$ cat config.mk
export PLATFORM = sky130hd
export DESIGN_NAME = fdsf_sum
export DESIGN_NICKNAME = d
export VERILOG_FILES = /design/src/hdl/fdsf_pkg.sv /design/src/hdl/fdsf_sum.sv
export SDC_FILE = /design/constraint.sdc
export NUM_CORES = 1
export LEC_CHECK = 0
export BUFFER_PORTS_ARGS = -buffer_cell sky130_fd_sc_hd__buf_4
export CORE_ASPECT_RATIO = 0.5
export CORE_MARGIN = 1
export CORE_UTILIZATION = 30
export CTS_CLUSTER_SIZE = 12
export DETAILED_ROUTE_END_ITERATION = 6
export GPL_TIMING_DRIVEN = 0
export RECOVER_POWER = 100
export SYNTH_ARGS = -nofsm -noshare
export SYNTH_HDL_FRONTEND = slang
export SYNTH_SLANG_ARGS = --single-unit
$ cat constraint.sdc
create_clock -name clk -period 1.1 [get_ports clk]
set_input_delay 0 -clock clk [delete_from_list [all_inputs] [get_ports clk]]
set_output_delay 0 -clock clk [all_outputs]
set_load 0.01 [all_outputs]
$ cat src/hdl/fdsf_pkg.sv
package fdsf_pkg;

	localparam int WORD_W = 32;
	localparam int COL_N = 6;
	localparam int TERM_W = 38;
	localparam int SUM_W = 41;
	localparam int FRAME_NUMBER_W = 16;
	localparam int FRAME_INDEX_BITS_DEF = 16;
	localparam int CFG_INDEX_W = 2;

	// Arc length on a 50 mm sphere per degree, as an unsigned Q0.32 fraction.
	localparam logic [WORD_W-1:0] DEG_SCALE_Q32 = 32'd3748066029;
	localparam logic [TERM_W-1:0] RAD_SCALE = 38'd50;

	localparam logic [CFG_INDEX_W-1:0] REG_FD_THRESHOLD = 2'd0;
	localparam logic [CFG_INDEX_W-1:0] REG_DVARS_THRESHOLD = 2'd1;
	localparam logic [CFG_INDEX_W-1:0] REG_COLUMN_FORMAT = 2'd2;

	localparam logic FMT_DEGREES = 1'b0;
	localparam logic FMT_RADIANS = 1'b1;

	localparam logic [WORD_W-1:0] THRESHOLD_RESET = 32'h0000_8000;

	localparam int QUEUE_DEPTH = 4;
	localparam int QUEUE_PTR_W = $clog2(QUEUE_DEPTH);
	localparam int QUEUE_COUNT_W = $clog2(QUEUE_DEPTH + 1);

	typedef logic [COL_N-1:0][WORD_W-1:0] col_vec_t;
	typedef logic [COL_N-1:0][TERM_W-1:0] term_vec_t;

	typedef struct packed {
		logic [FRAME_NUMBER_W-1:0] frame_number;
		logic [WORD_W-1:0]         displacement;
		logic                      scrub;
		logic                      run_end;
	} result_t;

	// Up to two results per frame; the second one is only ever used with the first.
	typedef struct packed {
		logic    first;
		logic    second;
		result_t r0;
		result_t r1;
	} push_t;

endpackage

$ cat src/hdl/fdsf_sum.sv
module fdsf_sum import fdsf_pkg::*; (
	input  logic              clk,
	input  logic              arst_n,
	input  logic              adv,
	input  term_vec_t         term_s2,
	input  logic [WORD_W-1:0] dvars_s2,
	input  logic              final_s2,
	input  logic              vld_s2,
	output logic [WORD_W-1:0] fd_s3,
	output logic [WORD_W-1:0] dvars_s3,
	output logic              final_s3,
	output logic              vld_s3
);

	logic [SUM_W-1:0]  sum;
	logic [WORD_W-1:0] fd_d;

	always_comb begin
		sum = '0;
		for (int i = 0; i < COL_N; i++) begin
			sum = sum + SUM_W'(term_s2[i]);
		end
		fd_d = (|sum[SUM_W-1:WORD_W]) ? '1 : sum[WORD_W-1:0];
	end

	always_ff @(posedge clk or negedge arst_n) begin
		if (!arst_n) begin
			vld_s3 <= 1'b0;
		end else if (adv) begin
			vld_s3 <= vld_s2;
		end
	end

	always_ff @(posedge clk) begin
		if (adv) begin
			fd_s3    <= fd_d;
			dvars_s3 <= dvars_s2;
			final_s3 <= final_s2;
		end
	end

endmodule

Word-level counts from Yosys, hierarchy flattened:

Index checks and enable logic that the tools add are counted.

* reduce and logical (&&, ||, !) cells: 1
* $add $sub $neg: 5

Operators by type and width (count)
* adder 41 x 38 -> 41 bit: 2
* adder 40 x 38 -> 41 bit: 1
* adder 39 x 38 -> 40 bit: 1
* adder 38 x 38 -> 39 bit: 1
* OR reduction 9 bit: 1

* input bits: 265
* output and inout bits: 66
* bits in registers: 66
* logic and storage cells: 10

Logic depth before layout (Yosys ltp):

* depth after elaboration: 6
* gate-level depth with buffers: 19
* gate-level depth less buffers: 18

Worst setup path after synthesis:

No wires, ideal clock.

* path kind: input -> register
* from: input port term_s2[116] in the netlist's numbering
* to: register fd_s3[10], data pin
* cell stages on the path: 17
* required time: 0.818 ns
* path slack: -3.143 ns
* library setup time: 0.282 ns
* arrival: 3.961 ns
* buffers on the path: 1
* cell sequence: inv_1 > fa_1 > fa_1 > fa_1 > inv_1 > ha_1 > inv_1 > fa_1 > or2b_1 > a21oi_4 > o211ai_2 > nand3_2 > a31oi_1 > mux2_4 > nor4_4 > buf_6 > nand4_1

* longest elaborated chain between the ends: 4

Ends and longest elaborated chain
* start: declaration: RTL line fdsf_sum.sv:5 `input term_vec_t term_s2,`
* adder 40 x 38 -> 41 bit *: RTL line fdsf_sum.sv:21 `sum = sum + SUM_W'(term_s2[i]);`
* adder 41 x 38 -> 41 bit * (2 in series): RTL line fdsf_sum.sv:21
* OR reduction 9 bit: RTL line fdsf_sum.sv:23 `fd_d = (|sum[SUM_W-1:WORD_W]) ? '1 : sum[WORD_W-1:0];`
* end signal: assignment: RTL line fdsf_sum.sv:36 `fd_s3 <= fd_d;`
* end: declaration: RTL line fdsf_sum.sv:9 `output logic [WORD_W-1:0] fd_s3,`

Every way passes the cells marked *; elsewhere a longest branch is shown, timed or not.
A chain may end at the register's enable or synchronous reset.

Worst setup path after layout:

* from: input port term_s2[129] in the netlist's numbering
* to: register fd_s3[11], data pin

* longest elaborated chain between the ends: 4

Ends and longest elaborated chain (RTL line)
* adder 40 x 38 -> 41 bit: fdsf_sum.sv:21
* adder 41 x 38 -> 41 bit (2 in series): fdsf_sum.sv:21
* OR reduction 9 bit: fdsf_sum.sv:23

No other way between the ends.

==> metrics.cfg <==
[cells_and_area]
mostFrequentLayoutCells = inv_1, buf_4, fa_1
drive_above_1_share_pct = 30.9
finalInstanceArea_um2 = 13300
diodes = 0
final_common_cell = inv_1
fill_cells = 2892
fin_nets = 1825
syn_to_final_growth_pct = 46.5
fin_cells = 1766
fin_util_pct = 45.3

[sta]
setup_ws_ns = -3.01
hold_ws_ns = 0.276
max_freq_mhz = 243
skew_ns = 0
finalSetupTns_ns = -94.65
maxSlewViolCount = 0
max_slew_margin_pct = 36.0
setup_violations = 32
post-route-min-period_ns = 4.11
max_slew.worst_pin.slew_ns = 0.960
fin_crit_sh_pct = 373
rsz0062_at_grt = true
finalHoldViolCount = 0

[power]
cellPowerDensity_nw_per_um2 = 2670
peakVddDrop_mv = 2.25
power_leakage_nw = 6.63

[worst_hold_path]
min_path_type = input pin to flop

[worst_setup_path]
cp_common_cell = fa_1
start_kind = input pin
cp_max_fo = 7
crit_slowest_cell = fa_1
cp-end-kind = flop
path_class = input pin to flop
critPathTopFamily = adder cells
cp.required_ns = 1.17
critPathArrivalTime_ns = 4.18
cp_slowest_stage_delay_ns = 0.55
path_cells = buf_4 -> inv_1 -> fa_1 -> inv_1 -> fa_1 -> fa_1 -> ha_1 -> a21oi_1 -> o21ai_1 -> a32oi_2 -> nand3_4 -> a31oi_4 -> mux2_4 -> nor4_4 -> buf_6 -> clkbuf_16 -> nand4_1
timing.critical_path.buf_inv = 5
r2r_slack_ns = 0.36

[yosys]
yosys_warnings = 0
yosysSeqAreaShare_pct = 21.7
synth_ff_type = edfxtp_1
syn-cell-area_um2 = 9100
synth.largest_area_cell = fa_1
yosys-top-cells-area = fa_1, edfxtp_1, inv_1
ys_ff_latch = 66
syn-mean-instance-area_um2 = 9.46
synth_cell_types = 67
syn_inst = 962
synthArstFlopShare_pct = 1.52
synth-edff-count = 65
synth_top_area_share_pct = 33.4
synth_nets = 1417

[clock_network]
htree_levels = 3
clk_pin_slew_ns = 0.06
clockBufferDepth = 2
clock-sinks = 66
cts_tree = built
clkLatencyLatePin_ns = 0.33
clock-root-buffer = clkbuf_16
cts_buffers = 9

[route]
vias = 7859
ant_nets = 0
first_iter_violations = 363
drc = 0
wl_per_cell_um = 14.7
firstDrtPassIters = 6
viasPerCell = 4.45
wl_mm = 25.9

[place]
io_buffers = 330
placed_cells_incl_taps = 1683
dpl_cell_area_um2 = 12100
place_congestion = 0.880
place_hpwl_mm = 21.6

[floorplan]
dieArea_um2 = 31100
io-pin-count = 331
die_h_um = 125
core-area_um2 = 29400
rows = 44
start_util_pct = 30.9
dieWidth_um = 248

[global_routing]
grt_max_degree = 67
grt_pass1_wl_mm = 41.5
overflow = 0
grt_use_total_pct = 17.0
antenna_found_initial = 0
grt_pass1_vias = 8423

[run_status]
violations = setup timing
outcome = finished, violations left

[job]
drv_cap = 0

## state kept, by name (all words and copies together), names as in the netlist
register  cells
final_s3      1
vld_s3        1
fd_s3        32
dvars_s3     32
## cells by family (layout without fill, tap and decap cells)
kind of cell / count (synthesis) / count (layout) / synth area share (%)
buffers and inverters: 385 / 798 / 16.5
adder cells (fa/ha/maj): 190 / 190 / 38.7
AND/OR/NAND/NOR: 157 / 157 / 9.53
AO/OA/AOI/OAI: 127 / 127 / 9.86
flip-flops: 66 / 66 / 21.7
XOR/XNOR: 31 / 31 / 2.98
multiplexers: 6 / 6 / 0.729
## final timing paths
path	from	end	cells past startpoint
worst max-delay path	term_s2[129]	fd_s3[11]	17
worst min-delay path	term_s2[76]	fd_s3[0]	4
worst max register to register	vld_s3	vld_s3	1
worst min register to register	vld_s3	vld_s3	1
max in group asynchronous	arst_n	vld_s3	3
min in group asynchronous	arst_n	vld_s3	3
## per-stage QoR
step | setup slack [ns] | power, mW
2_1_floorplan | -2.91 | 19.5
3_3_place_gp | -3.84 | 25.7
3_5_place_dp | -3.94 | 25.9
4_1_cts | -2.94 | 33.2
5_1_grt | -3.15 | 38.5
6_report | -3.01 | 35.5
## cell type report
type	instances	area, um2	area share, %
Multi-Input combinational cell	511	6040	45.3
Timing Repair Buffer	402	2960	22.2
Sequential cell	66	1980	14.8
Inverter	356	1340	10.0
Tap cell	391	489	3.67
Clock buffer	9	225	1.69
Buffer	24	204	1.53
Clock inverter	7	93.8	0.704
## routing by layer
layer	GRT usage [%]	vias up	share of wire, %
li1	-	3759	-
met5	0	-	0
met3	3.43	19	5.8
met1	21.2	3876	41
met2	30.4	205	52
met4	2.76	0	0.89
## cells in the mapped netlist, types with 5 or more instances
| master | count |
|---|---|
| inv_1 | 356 |
| fa_1 | 152 |
| edfxtp_1 | 65 |
| nand2_1 | 46 |
| ha_1 | 38 |
| a21oi_1 | 37 |
| nand4_1 | 32 |
| nor2_1 | 25 |
| o21ai_0 | 22 |
| buf_2 | 17 |
| xor2_1 | 16 |
| xnor2_1 | 15 |
| and3_1 | 11 |
| nand3_1 | 9 |
| clkbuf_1 | 7 |
| nor3_1 | 7 |
| o21ai_1 | 7 |
| a21oi_2 | 6 |
| a31oi_1 | 6 |
| nand4_2 | 6 |
| a211oi_1 | 5 |
| a21o_1 | 5 |
| nand2b_1 | 5 |
## power breakdown
| group | internal (mW) | leakage, nW | switching [mW] |
|---|---|---|---|
| logic | 12.3 | 5.82 | 17.0 |
| registers | 3.04 | 0.657 | 0.0621 |
| clock network | 1.98 | 0.153 | 1.11 |
| total | 17.3 | 6.63 | 18.2 |
## repair_timing
action | CTS | global route
gates resized for setup | 69 | 52
setup endpoints to repair | 32 | 32
pin swaps | 23 | 22
hold buffers | 36 | 0
cloned | 3 | 1
setup buffers | 23 | 9
endpoints found under the hold margin | 35 | 0
Power figures use the tool's default switching activity.
