**config.mk**
```make
export PLATFORM = sky130hd
export DESIGN_NAME = fdsf_outq
export DESIGN_NICKNAME = d
export VERILOG_FILES = /design/src/hdl/fdsf_pkg.sv /design/src/hdl/fdsf_outq.sv
export SDC_FILE = /design/constraint.sdc
export NUM_CORES = 1
export LEC_CHECK = 0
export BUFFER_PORTS_ARGS = -buffer_cell sky130_fd_sc_hd__buf_2
export CORE_MARGIN = 5
export CORE_UTILIZATION = 45
export DETAILED_ROUTE_END_ITERATION = 7
export PLACE_DENSITY = 0.75
export SYNTH_ARGS = -nofsm -noshare
export SYNTH_HDL_FRONTEND = slang
export SYNTH_SLANG_ARGS = --single-unit
export TNS_END_PERCENT = 5
```
**constraint.sdc**
```tcl
create_clock -name clk -period 6.1 [get_ports clk]
set_input_delay 1.22 -clock clk [delete_from_list [all_inputs] [get_ports clk]]
set_output_delay 1.22 -clock clk [all_outputs]
set_load 0.1 [all_outputs]
```
**src/hdl/fdsf_pkg.sv**
```systemverilog
package fdsf_pkg;

	localparam int WORD_W = 32;
	localparam int COL_N = 6;
	localparam int TERM_W = 38;
	localparam int SUM_W = 41;
	localparam int FRAME_NUMBER_W = 16;
	localparam int FRAME_INDEX_BITS_DEF = 16;
	localparam int CFG_INDEX_W = 2;

	// Arc length on a 50 mm sphere per degree, as an unsigned Q0.32 fraction.
	localparam logic [WORD_W-1:0] DEG_SCALE_Q32 = 32'd3748066029;
	localparam logic [TERM_W-1:0] RAD_SCALE = 38'd50;

	localparam logic [CFG_INDEX_W-1:0] REG_FD_THRESHOLD = 2'd0;
	localparam logic [CFG_INDEX_W-1:0] REG_DVARS_THRESHOLD = 2'd1;
	localparam logic [CFG_INDEX_W-1:0] REG_COLUMN_FORMAT = 2'd2;

	localparam logic FMT_DEGREES = 1'b0;
	localparam logic FMT_RADIANS = 1'b1;

	localparam logic [WORD_W-1:0] THRESHOLD_RESET = 32'h0000_8000;

	localparam int QUEUE_DEPTH = 4;
	localparam int QUEUE_PTR_W = $clog2(QUEUE_DEPTH);
	localparam int QUEUE_COUNT_W = $clog2(QUEUE_DEPTH + 1);

	typedef logic [COL_N-1:0][WORD_W-1:0] col_vec_t;
	typedef logic [COL_N-1:0][TERM_W-1:0] term_vec_t;

	typedef struct packed {
		logic [FRAME_NUMBER_W-1:0] frame_number;
		logic [WORD_W-1:0]         displacement;
		logic                      scrub;
		logic                      run_end;
	} result_t;

	// Up to two results per frame; the second one is only ever used with the first.
	typedef struct packed {
		logic    first;
		logic    second;
		result_t r0;
		result_t r1;
	} push_t;

endpackage

```
**src/hdl/fdsf_outq.sv**
```systemverilog
module fdsf_outq import fdsf_pkg::*; (
	input  logic    clk,
	input  logic    arst_n,
	input  push_t   push,
	input  logic    result_ready,
	output logic    result_valid,
	output result_t head,
	output logic    room
);

	result_t                  mem [QUEUE_DEPTH];
	logic [QUEUE_PTR_W-1:0]   wr_ptr_q;
	logic [QUEUE_PTR_W-1:0]   rd_ptr_q;
	logic [QUEUE_COUNT_W-1:0] count_q;
	logic [QUEUE_PTR_W-1:0]   wr_ptr_2;
	logic                     pop;

	assign result_valid = (count_q != '0);
	assign head = mem[rd_ptr_q];
	assign pop = result_valid && result_ready;
	assign room = (count_q <= QUEUE_COUNT_W'(QUEUE_DEPTH - 2));
	assign wr_ptr_2 = wr_ptr_q + {{(QUEUE_PTR_W-1){1'b0}}, 1'b1};

	always_ff @(posedge clk) begin
		if (push.first) begin
			mem[wr_ptr_q] <= push.r0;
		end
		if (push.second) begin
			mem[wr_ptr_2] <= push.r1;
		end
	end

	always_ff @(posedge clk or negedge arst_n) begin
		if (!arst_n) begin
			wr_ptr_q <= '0;
			rd_ptr_q <= '0;
			count_q  <= '0;
		end else begin
			wr_ptr_q <= wr_ptr_q + QUEUE_PTR_W'(push.first) + QUEUE_PTR_W'(push.second);
			rd_ptr_q <= rd_ptr_q + QUEUE_PTR_W'(pop);
			count_q  <= count_q + QUEUE_COUNT_W'(push.first) + QUEUE_COUNT_W'(push.second)
			          - QUEUE_COUNT_W'(pop);
		end
	end

	a_count_bound: assert property (@(posedge clk) disable iff (!arst_n)
		count_q <= QUEUE_COUNT_W'(QUEUE_DEPTH))
		else $error("result queue overfilled");

	a_push_needs_room: assert property (@(posedge clk) disable iff (!arst_n)
		push.first |-> room)
		else $error("result written without two free slots");

endmodule
```
### Word level (Yosys, flattened, before mapping)

Memories as Yosys holds them, arrays and structs flattened.
Cells that the tools add are included.

* logic and storage cells: 18
* input port bits: 105
* bits in latches: 0
* ROM bits: 0
* output and inout port bits: 52
* register bits: 7
* memory bits (writable): 200
* memories kept: 1

Memories
* mem: words 4, width 50, rd ports 1, clocked after Yosys merged registers in 0, write ports 2, line fdsf_outq.sv:11 `result_t mem [QUEUE_DEPTH];`

* bitwise logic cells: 0
* add/subtract/negate cells: 7
* shift-type cells: 0
* multipliers: 0
* order comparisons: 1
* reductions and logical operators: 2
* div/mod/pow operators: 0
* mux-type cells: 4
* eq/ne operators: 0

Operator list (count)
* $add A2 B1 Y2: 3
* $add A3 B1 Y3: 2
* $mux W1: 4
* $le A3 B2 Y1 const B: 1
* $reduce_bool A3 Y1: 1
* $sub A3 B1 Y3: 1
* $add A2 B1 Y2 const B: 1
* $logic_and A1 B1 Y1: 1

### Depth between registers and ports, before layout

* depth after elaboration: 3
* mapped depth: 7
* gate-level depth less buffers: 7

### Worst setup path after synthesis

No wires, ideal clock.

* path kind: input port to flip-flop
* start: input port push[101] in the netlist's numbering
* end: memory mem[2][0] in the netlist's numbering (enable)
* cell stages on the path: 2
* required time: 5573 ps
* data arrival time: 4813 ps
* setup time: 527 ps
* path buffers: 0
* path slack: 760 ps
* path through: nand2b_1 o21ai_0

RTL lines
* start, declared: line fdsf_outq.sv:4 `input push_t push,`
* end, declared: line fdsf_outq.sv:11

==> parameters.txt <==
Parameter                              Value

Status
  Result of the run    complete, no violations

STA
  Number of slew-limit violations in the final report    0
  Transition at the pin with the smallest max-transition slack    0.990 ns
  Post-route clock period utilization    between 60 and 70%
  Highest Clock Rate    between 200 and 250 MHz
  Final worst clock skew    0.0151 ns
  Setup repair after global routing missed its margin    false
  Setup TNS    0 ns
  Final Hold Fails    0
  Worst-case headroom to the max-slew limit    between 30% and 40%
  Least setup slack across all paths after layout    a little over 2 ns
  Number of endpoints failing setup at the final stage    0
  Worst Hold Slack    between 0.5 and 0.6 ns
  Period minus WS final    between 4 and 5 ns

Floorplanning
  Die Span Y    159 um
  Area of the core    21800 um2
  Die width    159 um
  Overall die area    approximately 25000 um2
  Number of placed I/O pins    around 160
  Total number of placement rows    54
  Initial Util    a little under half

Clock tree
  Clk sink count    around 210
  Cts hold-fix bufs    0
  Number of buffers inserted to repair setup after CTS    0
  TritonCTS clock tree    yes
  Maximum number of buffers from clock root to sink    3
  Clk Latency, worst-skew pair    ~0.49 ns
  Number of H-tree branching levels    1
  Clock Pin Slew Worst Setup and Hold Paths    0.06 ns
  Inserted Clock Buffers    22
  Post-CTS Resized    0
  Master cell of the clock root buffer    clkbuf_16

Routing
  Via/cell ratio    ~5.6
  Final routed DRC violation total    0
  First-pass detailed-route iteration total    4
  Avg WL per Cell    around 23 um
  Vias after detailed routing    around 5400
  Routed wire length    22600 um
  Initial DRC Count    between 200 and 300
  ANT nets after route    0

GRT
  Number of global-route vias before repair    6266
  Maximum number of pins on one net before global-route repair    52
  First-pass GRT wire length    approximately 35000 um
  Total global routing track utilization    between 15 and 20%
  Number of antenna violations at the first check in global routing    5
  Gr ovfl total    0

Placed design
  PortBufs    roughly 160
  Global placement routability congestion    slightly above 0.7
  Placement Setup Slack    between 2 and 2.5 ns
  HPWL after detailed placement    roughly 14000 um

Worst setup path
  Critical setup path kind    reg -> out
  Critical Path Fanout Max    28
  Crit path required time    4.88 ns
  Setup crit end kind    primary output
  Setup crit start kind    flip-flop
  Critical path arrival    approximately 2.8 ns

Synthesis
  Nets in the synthesized netlist    631
  Cell with the most instances after synthesis    edfxtp_1
  Fraction of registers with async set/reset    about 3.4%
  Ys flop type    edfxtp_1
  Most numerous cell types in the synthesized netlist    200 x edfxtp_1, 196 x mux2_2, 50 x mux4_2
  Largest area contributor in the synthesized netlist    edfxtp_1
  Post-synthesis instance area    between 9000 and 10000 um2
  Number of flip-flops and latches in the synthesized netlist    approximately 210
  Post-Synthesis Cells    between 500 and 600
  Area share of the leading cell type in the synthesized netlist    60.2%
  Ranking of synthesized cells by area    edfxtp_1 60%, mux2_2 22%, mux4_2 11%, dfrtp_1 1.8%, buf_2 1.2%
  Proportion of synthesized chip area in sequential cells    between 60% and 70%
  Post-synthesis average cell area    19.2 um2
  Number of synthesized flops with an enable pin    200
  Warnings from Yosys    0
  Post-synth cell types    23

Layout
  Share of final-layout standard cells stronger than drive strength 1    65.1%
  Area growth from synthesis to layout    17.7%
  Post-Route Utilization    a little over half
  Net total in the final layout    786

Job
  Count of max-cap constraint violations    0

Hold path
  Worst min-delay path class    in -> async
## worst paths after layout
path	startpoint	to	slack (ns)	cells past startpoint
setup / recovery	rd_ptr_q[0]$_DFF_PN0_	head[13]	2.07	3
hold / removal	arst_n	rd_ptr_q[1]$_DFF_PN0_	0.56	1
setup reg to reg	wr_ptr_q[1]$_DFF_PN0_	mem[0][48]$_DFFE_PP_	3.07	3
hold reg to reg	count_q[0]$_DFF_PN0_	count_q[0]$_DFF_PN0_	0.64	1
max in group asynchronous	arst_n	rd_ptr_q[0]$_DFF_PN0_	5.36	1
min in group clk	count_q[0]$_DFF_PN0_	count_q[0]$_DFF_PN0_	0.64	1
## area by class of cell
class	count	area (um2)
Fill cell	1697	10100
Clock buffer	25	583
Sequential cell	207	6190
Clock inverter	15	91.3
Timing Repair Buffer	165	848
Inverter	6	22.5
Tap cell	280	350
Multi-Input combinational cell	273	3650
Antenna cell	3	7.51
## stage by stage
stage	instances	instance area, um2
4_1_cts	971	11700
3_5_place_dp	931	11100
5_1_grt	973	11700
6_report	974	11700
2_1_floorplan	520	9970
3_3_place_gp	931	11100
## cells in the final DEF, fill, tap and decap left out
master / netlist / final
a21o_1: 1 / 1
buf_4: 5 / 9
nor2_4: 0 / 2
or3_1: 1 / 1
and2_1: 1 / 1
nor3b_4: 0 / 1
edfxtp_1: 200 / 200
dfrtp_4: 0 / 1
clkinv_1: 0 / 7
dfrtp_2: 0 / 1
mux2_1: 4 / 4
clkbuf_1: 6 / 2
nor2_1: 3 / 1
mux2_2: 196 / 196
xor2_1: 2 / 2
mux4_2: 50 / 50
xnor2_1: 1 / 1
clkinv_2: 0 / 7
ha_1: 3 / 3
nand2b_1: 1 / 1
buf_2: 23 / 156
diode_2: 0 / 3
bufinv_16: 0 / 1
inv_1: 6 / 6
o21ai_4: 0 / 2
nand3b_1: 2 / 2
mux2i_1: 1 / 1
nand3_4: 0 / 1
dfrtp_1: 7 / 5
fa_1: 3 / 3
clkbuf_16: 0 / 23
## metal layers
| metal | up-vias | GRT usage (%) | share of wire, % |
|---|---|---|---|
| met5 | - | 0 | 0.12 |
| met1 | 2804 | 23.1 | 42 |
| li1 | 2439 | - | - |
| met3 | 26 | 4.51 | 6.6 |
| met2 | 152 | 29.9 | 50 |
| met4 | 6 | 3.72 | 1.2 |
## critical path: stages, from the launching register on
cell	delay [ns]
dfrtp_4	0.82
buf_4	0.56
mux4_2	0.60
buf_2	0.32
## flip-flops by register name (all words and copies together), names as in the netlist
name	flops
mem	200
count_q	3
rd_ptr_q	2
wr_ptr_q	2
## logic make-up after synthesis
| family | after synthesis | share of synthesized area, % |
|---|---|---|
| adder cells (fa/ha/maj) | 6 | 0.979 |
| buffers and inverters | 40 | 1.98 |
| multiplexers | 251 | 34.0 |
| XOR/XNOR | 3 | 0.264 |
| flip-flops | 207 | 62.0 |
| AND/OR/NAND/NOR | 10 | 0.627 |
| AO/OA/AOI/OAI | 3 | 0.176 |
Power is left out: the tool's default activity adds up to more than one toggle a clock period on the data nets, which glitch-free logic cannot reach.
