==> config.mk <==
export PLATFORM = sky130hd
export DESIGN_NAME = fdsf_flag
export DESIGN_NICKNAME = d
export VERILOG_FILES = /design/src/hdl/fdsf_pkg.sv /design/src/hdl/fdsf_flag.sv
export SDC_FILE = /design/constraint.sdc
export NUM_CORES = 1
export LEC_CHECK = 0
export ABC_AREA = 1
export BUFFER_PORTS_ARGS = -buffer_cell sky130_fd_sc_hd__buf_2
export CORE_UTILIZATION = 47
export DETAILED_ROUTE_END_ITERATION = 8
export MAX_ROUTING_LAYER = met4
export PLACE_DENSITY = 0.89
export REMOVE_ABC_BUFFERS = 1
export SLEW_MARGIN = 40
export SYNTH_ARGS = -nofsm -noshare
export SYNTH_HDL_FRONTEND = slang
export SYNTH_SLANG_ARGS = --single-unit
==> constraint.sdc <==
create_clock -name clk -period 2.4 [get_ports clk]
set_clock_uncertainty 0.2 [all_clocks]
set_input_delay 0.12 -clock clk [delete_from_list [all_inputs] [get_ports clk]]
set_output_delay 0.12 -clock clk [all_outputs]
set_load 0.02 [all_outputs]
==> src/hdl/fdsf_pkg.sv <==
package fdsf_pkg;

	localparam int WORD_W = 32;
	localparam int COL_N = 6;
	localparam int TERM_W = 38;
	localparam int SUM_W = 41;
	localparam int FRAME_NUMBER_W = 16;
	localparam int FRAME_INDEX_BITS_DEF = 16;
	localparam int CFG_INDEX_W = 2;

	// Arc length on a 50 mm sphere per degree, as an unsigned Q0.32 fraction.
	localparam logic [WORD_W-1:0] DEG_SCALE_Q32 = 32'd3748066029;
	localparam logic [TERM_W-1:0] RAD_SCALE = 38'd50;

	localparam logic [CFG_INDEX_W-1:0] REG_FD_THRESHOLD = 2'd0;
	localparam logic [CFG_INDEX_W-1:0] REG_DVARS_THRESHOLD = 2'd1;
	localparam logic [CFG_INDEX_W-1:0] REG_COLUMN_FORMAT = 2'd2;

	localparam logic FMT_DEGREES = 1'b0;
	localparam logic FMT_RADIANS = 1'b1;

	localparam logic [WORD_W-1:0] THRESHOLD_RESET = 32'h0000_8000;

	localparam int QUEUE_DEPTH = 4;
	localparam int QUEUE_PTR_W = $clog2(QUEUE_DEPTH);
	localparam int QUEUE_COUNT_W = $clog2(QUEUE_DEPTH + 1);

	typedef logic [COL_N-1:0][WORD_W-1:0] col_vec_t;
	typedef logic [COL_N-1:0][TERM_W-1:0] term_vec_t;

	typedef struct packed {
		logic [FRAME_NUMBER_W-1:0] frame_number;
		logic [WORD_W-1:0]         displacement;
		logic                      scrub;
		logic                      run_end;
	} result_t;

	// Up to two results per frame; the second one is only ever used with the first.
	typedef struct packed {
		logic    first;
		logic    second;
		result_t r0;
		result_t r1;
	} push_t;

endpackage

==> src/hdl/fdsf_flag.sv <==
module fdsf_flag import fdsf_pkg::*; #(
	parameter int FRAME_INDEX_BITS = FRAME_INDEX_BITS_DEF
) (
	input  logic              clk,
	input  logic              arst_n,
	input  logic              adv,
	input  logic              vld_s3,
	input  logic [WORD_W-1:0] fd_s3,
	input  logic [WORD_W-1:0] dvars_s3,
	input  logic              final_s3,
	input  logic [WORD_W-1:0] fd_threshold,
	input  logic [WORD_W-1:0] dvars_threshold,
	output push_t             push
);

	logic                        have_q;
	logic [WORD_W-1:0]           pend_q;
	logic                        prev_hit_q;
	logic                        hbp_q;
	logic [FRAME_INDEX_BITS-1:0] cnt_q;

	logic                        have_n;
	logic [WORD_W-1:0]           pend_n;
	logic                        prev_hit_n;
	logic                        hbp_n;
	logic [FRAME_INDEX_BITS-1:0] cnt_n;
	logic [FRAME_INDEX_BITS-1:0] prev_idx;
	logic                        hit;
	logic                        take;

	always_comb begin
		take = adv && vld_s3;
		hit = (fd_s3 > fd_threshold) || (dvars_s3 > dvars_threshold);
		prev_idx = cnt_q - {{(FRAME_INDEX_BITS-1){1'b0}}, 1'b1};
		push = '0;
		have_n = have_q;
		pend_n = pend_q;
		prev_hit_n = prev_hit_q;
		hbp_n = hbp_q;
		cnt_n = cnt_q;
		if (take) begin
			if (!have_q) begin
				if (final_s3) begin
					// A run of a single frame.
					push.first = 1'b1;
					push.r0.run_end = 1'b1;
				end else begin
					have_n = 1'b1;
					pend_n = '0;
					prev_hit_n = 1'b0;
					hbp_n = 1'b0;
					cnt_n = FRAME_INDEX_BITS'(1);
				end
			end else begin
				push.first = 1'b1;
				push.r0.frame_number = FRAME_NUMBER_W'(prev_idx);
				push.r0.displacement = pend_q;
				push.r0.scrub = hbp_q || prev_hit_q || hit;
				push.r0.run_end = 1'b0;
				if (final_s3) begin
					push.second = 1'b1;
					push.r1.frame_number = FRAME_NUMBER_W'(cnt_q);
					push.r1.displacement = fd_s3;
					push.r1.scrub = prev_hit_q || hit;
					push.r1.run_end = 1'b1;
					have_n = 1'b0;
					pend_n = '0;
					prev_hit_n = 1'b0;
					hbp_n = 1'b0;
					cnt_n = '0;
				end else begin
					pend_n = fd_s3;
					hbp_n = prev_hit_q;
					prev_hit_n = hit;
					cnt_n = cnt_q + {{(FRAME_INDEX_BITS-1){1'b0}}, 1'b1};
				end
			end
		end
	end

	always_ff @(posedge clk or negedge arst_n) begin
		if (!arst_n) begin
			have_q     <= 1'b0;
			pend_q     <= '0;
			prev_hit_q <= 1'b0;
			hbp_q      <= 1'b0;
			cnt_q      <= '0;
		end else begin
			have_q     <= have_n;
			pend_q     <= pend_n;
			prev_hit_q <= prev_hit_n;
			hbp_q      <= hbp_n;
			cnt_q      <= cnt_n;
		end
	end

	a_second_is_run_end: assert property (@(posedge clk) disable iff (!arst_n)
		push.second |-> (push.first && push.r1.run_end && !push.r0.run_end))
		else $error("second result without a leading result or without run end");

	a_final_closes_run: assert property (@(posedge clk) disable iff (!arst_n)
		(take && final_s3) |=> (!have_q && cnt_q == '0))
		else $error("run state not cleared after the final frame");

endmodule

# == Word level (Yosys, flattened, before mapping) ==
# Index checks and enable logic that the tools add are counted.
# totals
ff_bits,51
in_bits,133
out_inout_bits,102
word_cells,35
# op_classes
n_addsub,2
magnitude_cmp,2
n_eq_ne,1
mux,19
n_reduce_logical,6
# op_table
cell,count
two-way mux 50 bit,3
two-way mux 102 bit,1
two-way mux 32 bit,3
> comparator 32 bit,2
two-way mux 16 bit,3
"adder 16 x 1 -> 16 bit, second input constant",1
"subtractor 16 x 1 -> 16 bit, second input constant",1
two-way mux 1 bit,9
logical OR 1 bit,4
"!= test 2 x 1 -> 1 bit, second input constant",1
AND reduction 2 bit,1
logical AND 1 bit,1

# == Logic depth before layout (Yosys ltp) ==
# depth
word_depth,6
ltp_mapped,17
mapped_depth_nobuf,17

# == Least setup slack after synthesis ==
# No wires, ideal clock.
# synth_timing
path_kind,register to output
from,register have_q
to,output push[30] (netlist bit)
t_arrival_ns,1.758
t_required_ns,2.080
path_slack_ns,0.322
path_stages_with_launch,9
path_buffers,2
path_cell_list,dfrtp_1 inv_1 nor2_1 inv_2 nor2_1 inv_2 buf_2 buf_1 nor2_1
# synth_rtl
element,line,text
"start, declared",fdsf_flag.sv:16,logic have_q;
"start signal, assigned",fdsf_flag.sv:89,have_q <= have_n;
"end, declared",fdsf_flag.sv:13,output push_t push

==> metrics.md <==
| Metric | Value |
|---|---|
| Worst-Margin Slew | 0.712 ns |
| Final setup violation count | 0 |
| Synthesis-stage register bit count | 51 |
| Fill count | 760 |
| 1st-iter DRT viols | 172 |
| Crit path required time | 2.08 ns |
| Hold violation total from the final report | 0 |
| Met1 usage | 0.309 |
| Crit start category | flop |
| Flip-flop and latch area | 1280 µm² |
| Routed Antenna Nets | 0 |
| Post-Synthesis Cell Area | roughly 4700 µm² |
| GRT overflow | 0 |
| CORE AREA | ~9400 µm² |
| Most common cell after layout, fill and taps aside | buf_2 |
| Minimum clock period after layout | 2.35 ns |
| Largest cells by area after synthesis | dfrtp_1, ha_1, inv_1 |
| Root buf cell | clkbuf_8 |
| Worst Path Max Fanout | 5 |
| Hpwl dp | 10.3 mm |
| CP Capture Type | output pin |
| CTS H-tree depth | 2 |
| Ant. Diodes | 0 |
| Max VDD drop | between 0.0002 and 0.0003 V |
| Die X | approximately 100 µm |
| Area leader, netlist | dfrtp_1 |
| Vias per cell | slightly above 5 |
| Proportion of layout cells with a drive suffix above 1 | 0.313 |
| NumNets Final | ~1200 |
| Clock tree sinks | 51 |
| Worst hold path depth | 3 |
| Seq/Total Area, Yosys | 0.274 |
| CP Class | reg -> out |
| TritonCTS Buffers | 5 |
| Rel. slew slack | 0.524 |
| Final core utilization | 0.700 |
| Yosys cell types | 29 |
| Met3 Resource Use GR | 0.0297 |
| Most frequent cells in the layout | buf_2, inv_1, nor2_1 |
| Largest net degree at the start of global routing | 52 |
| Cells after synthesis | between 600 and 700 |
| Initial Util | 0.496 |
| Longest Clk Path Bufs | 2 |
| R2R Setup Slk | ~0.45 ns |
| Final wirelength | approximately 15 mm |
| First-pass GRT wire length | 22.1 mm |
| Area Growth Syn to Fin | 41.3% |
| Initial antenna violation count | 0 |
| Met2 GRT Util | 0.506 |
| Multi-input logic area | around 2800 µm² |
| Port bufs | 234 |
| Die area | about 10000 µm² |
| Synth warnings | 0 |
| # IOs | ~240 |
| Routed wire per std cell | between 10 and 15 µm |
| DRT Pass-1 Iters | 5 |
| Final worst slack | around 0.051 ns |
| Final Slew Violations | 0 |
| Post-placement worst setup slack | roughly 0.3 ns |
| Clk slew on worst S/H paths | between 0.1 and 0.15 ns |
| Vias | approximately 5500 |
| Final RePlAce weighted congestion | roughly 0.84 |
| Leakage | 3.94 nW |
| Reg2Reg Depth | 9 |
| Synth Area per Inst | between 6 and 7 µm² |
| Top cell type's share of synthesized area | 0.274 |
| Die height | 102 µm |
| Gr busiest metal | met2 |
| Worst skew pair latency | ~0.3 ns |
| Status | finished clean |
| HP Class | in -> reg |
| CP arrival | between 2 and 2.5 ns |
| Power Density | between 300 and 400 nW/µm² |
| GRT Resource Usage Total | 0.280 |
| CTS tree | done |
| Worst hold margin | approximately 0.015 ns |
| Vias in the first global route | a little over 5000 |
| F_max | approximately 0.43 GHz |
| Period utilization | 0.979 |
| Core Rows | 35 |
| Max Cap Viol | 0 |
| RSZ-0062 raised after global routing | true |
| Remaining DRCs | 0 |
registers in the layout, indices dropped and copies added (netlist names):
register / count
pend_q: 32
hbp_q: 1
prev_hit_q: 1
cnt_q: 16
have_q: 1
power by group:
part           internal (mW)  total (mW)  switching (mW)
combinational          0.438        1.03           0.595
clock                  0.215       0.542           0.327
sequential             0.934       0.964          0.0305
total                   1.59        2.54           0.953
layer usage:
metal / wire [µm] / vias to the layer above
met5: 0 / -
met4: 512 / 0
met3: 981 / 42
met2: 7400 / 277
met1: 5770 / 2496
li1: - / 2718
Yosys cell counts:
cell and n:
nor3_2 1, o21a_1 4, buf_1 2, o32ai_1 2
nand2_1 103, nand3_1 13, ha_1 66, xnor2_1 2
buf_4 3, o21ai_0 22, nor3_4 2, a31oi_1 2
nand3_2 2, a21o_1 1, buf_2 6, clkbuf_1 10
nor2_1 125, nand4_1 6, o21ai_1 4, dfrtp_1 51
a21oi_1 43, nor2_4 1, inv_2 6, nand2_2 3
inv_1 161, xor2_1 4, nor2_2 5, nor3_1 7
o22ai_1 41
kinds of logic (layout without fill, tap and decap cells):
family          Yosys count  after routing  synth area share
simple gates            268            268             0.239
buf+inv                 188            455             0.155
compound gates          119            119             0.143
fa+ha+maj                66             66             0.177
flops                    51             51             0.274
xor+xnor                  6              6            0.0113
layout make-up:
cell class | count | share of cell area
Clock buffer | 5 | 0.0104
Clock inverter | 3 | 0.00418
Inverter | 167 | 0.0962
Multi-Input combinational cell | 459 | 0.420
Sequential cell | 51 | 0.194
Tap cell | 129 | 0.0245
Timing Repair Buffer | 280 | 0.251
worst paths after layout:
kind | startpoint | endpoint
setup / recovery | cnt_q[3] | push[99]
min in group asynchronous | arst_n | cnt_q[12]
hold / removal | vld_s3 | have_q
setup reg to reg | cnt_q[0] | cnt_q[12]
hold reg to reg | hbp_q | hbp_q
max in group asynchronous | arst_n | cnt_q[2]
per-stage QoR:
| stage | power, mW | setup TNS (ns) | instances | area [µm²] |
|---|---|---|---|---|
| floorplan | 1.55 | -25.65 | 677 | 4570 |
| global placement | 1.83 | 0 | 1048 | 5970 |
| detailed placement | 1.86 | 0 | 1048 | 5970 |
| CTS | 2.45 | 0 | 1090 | 6410 |
| global route | 2.71 | -0.307 | 1094 | 6590 |
| finish | 2.54 | 0 | 1094 | 6590 |
critical path, cell delays in order (launching register included):
cell and delay [ns]:
dfrtp_2 0.45, inv_2 0.13, nand4_1 0.14, nor2_2 0.13, nand3_1 0.13, nor2_2 0.19, nand2_2 0.10, nor2_2 0.10
o21ai_0 0.07, a21oi_1 0.12, buf_4 0.15
repair_timing:
| action | 4_1_cts | 5_1_grt |
|---|---|---|
| endpoints found under the setup margin | 3 | 55 |
| cloned | 0 | 0 |
| hold buffers | 34 | 0 |
| buffers inserted | 0 | 12 |
| hold endpoints to repair | 85 | 0 |
| pin swaps | 0 | 18 |
| resized for setup | 2 | 38 |
No activity file was read; power rests on OpenSTA's default activity.
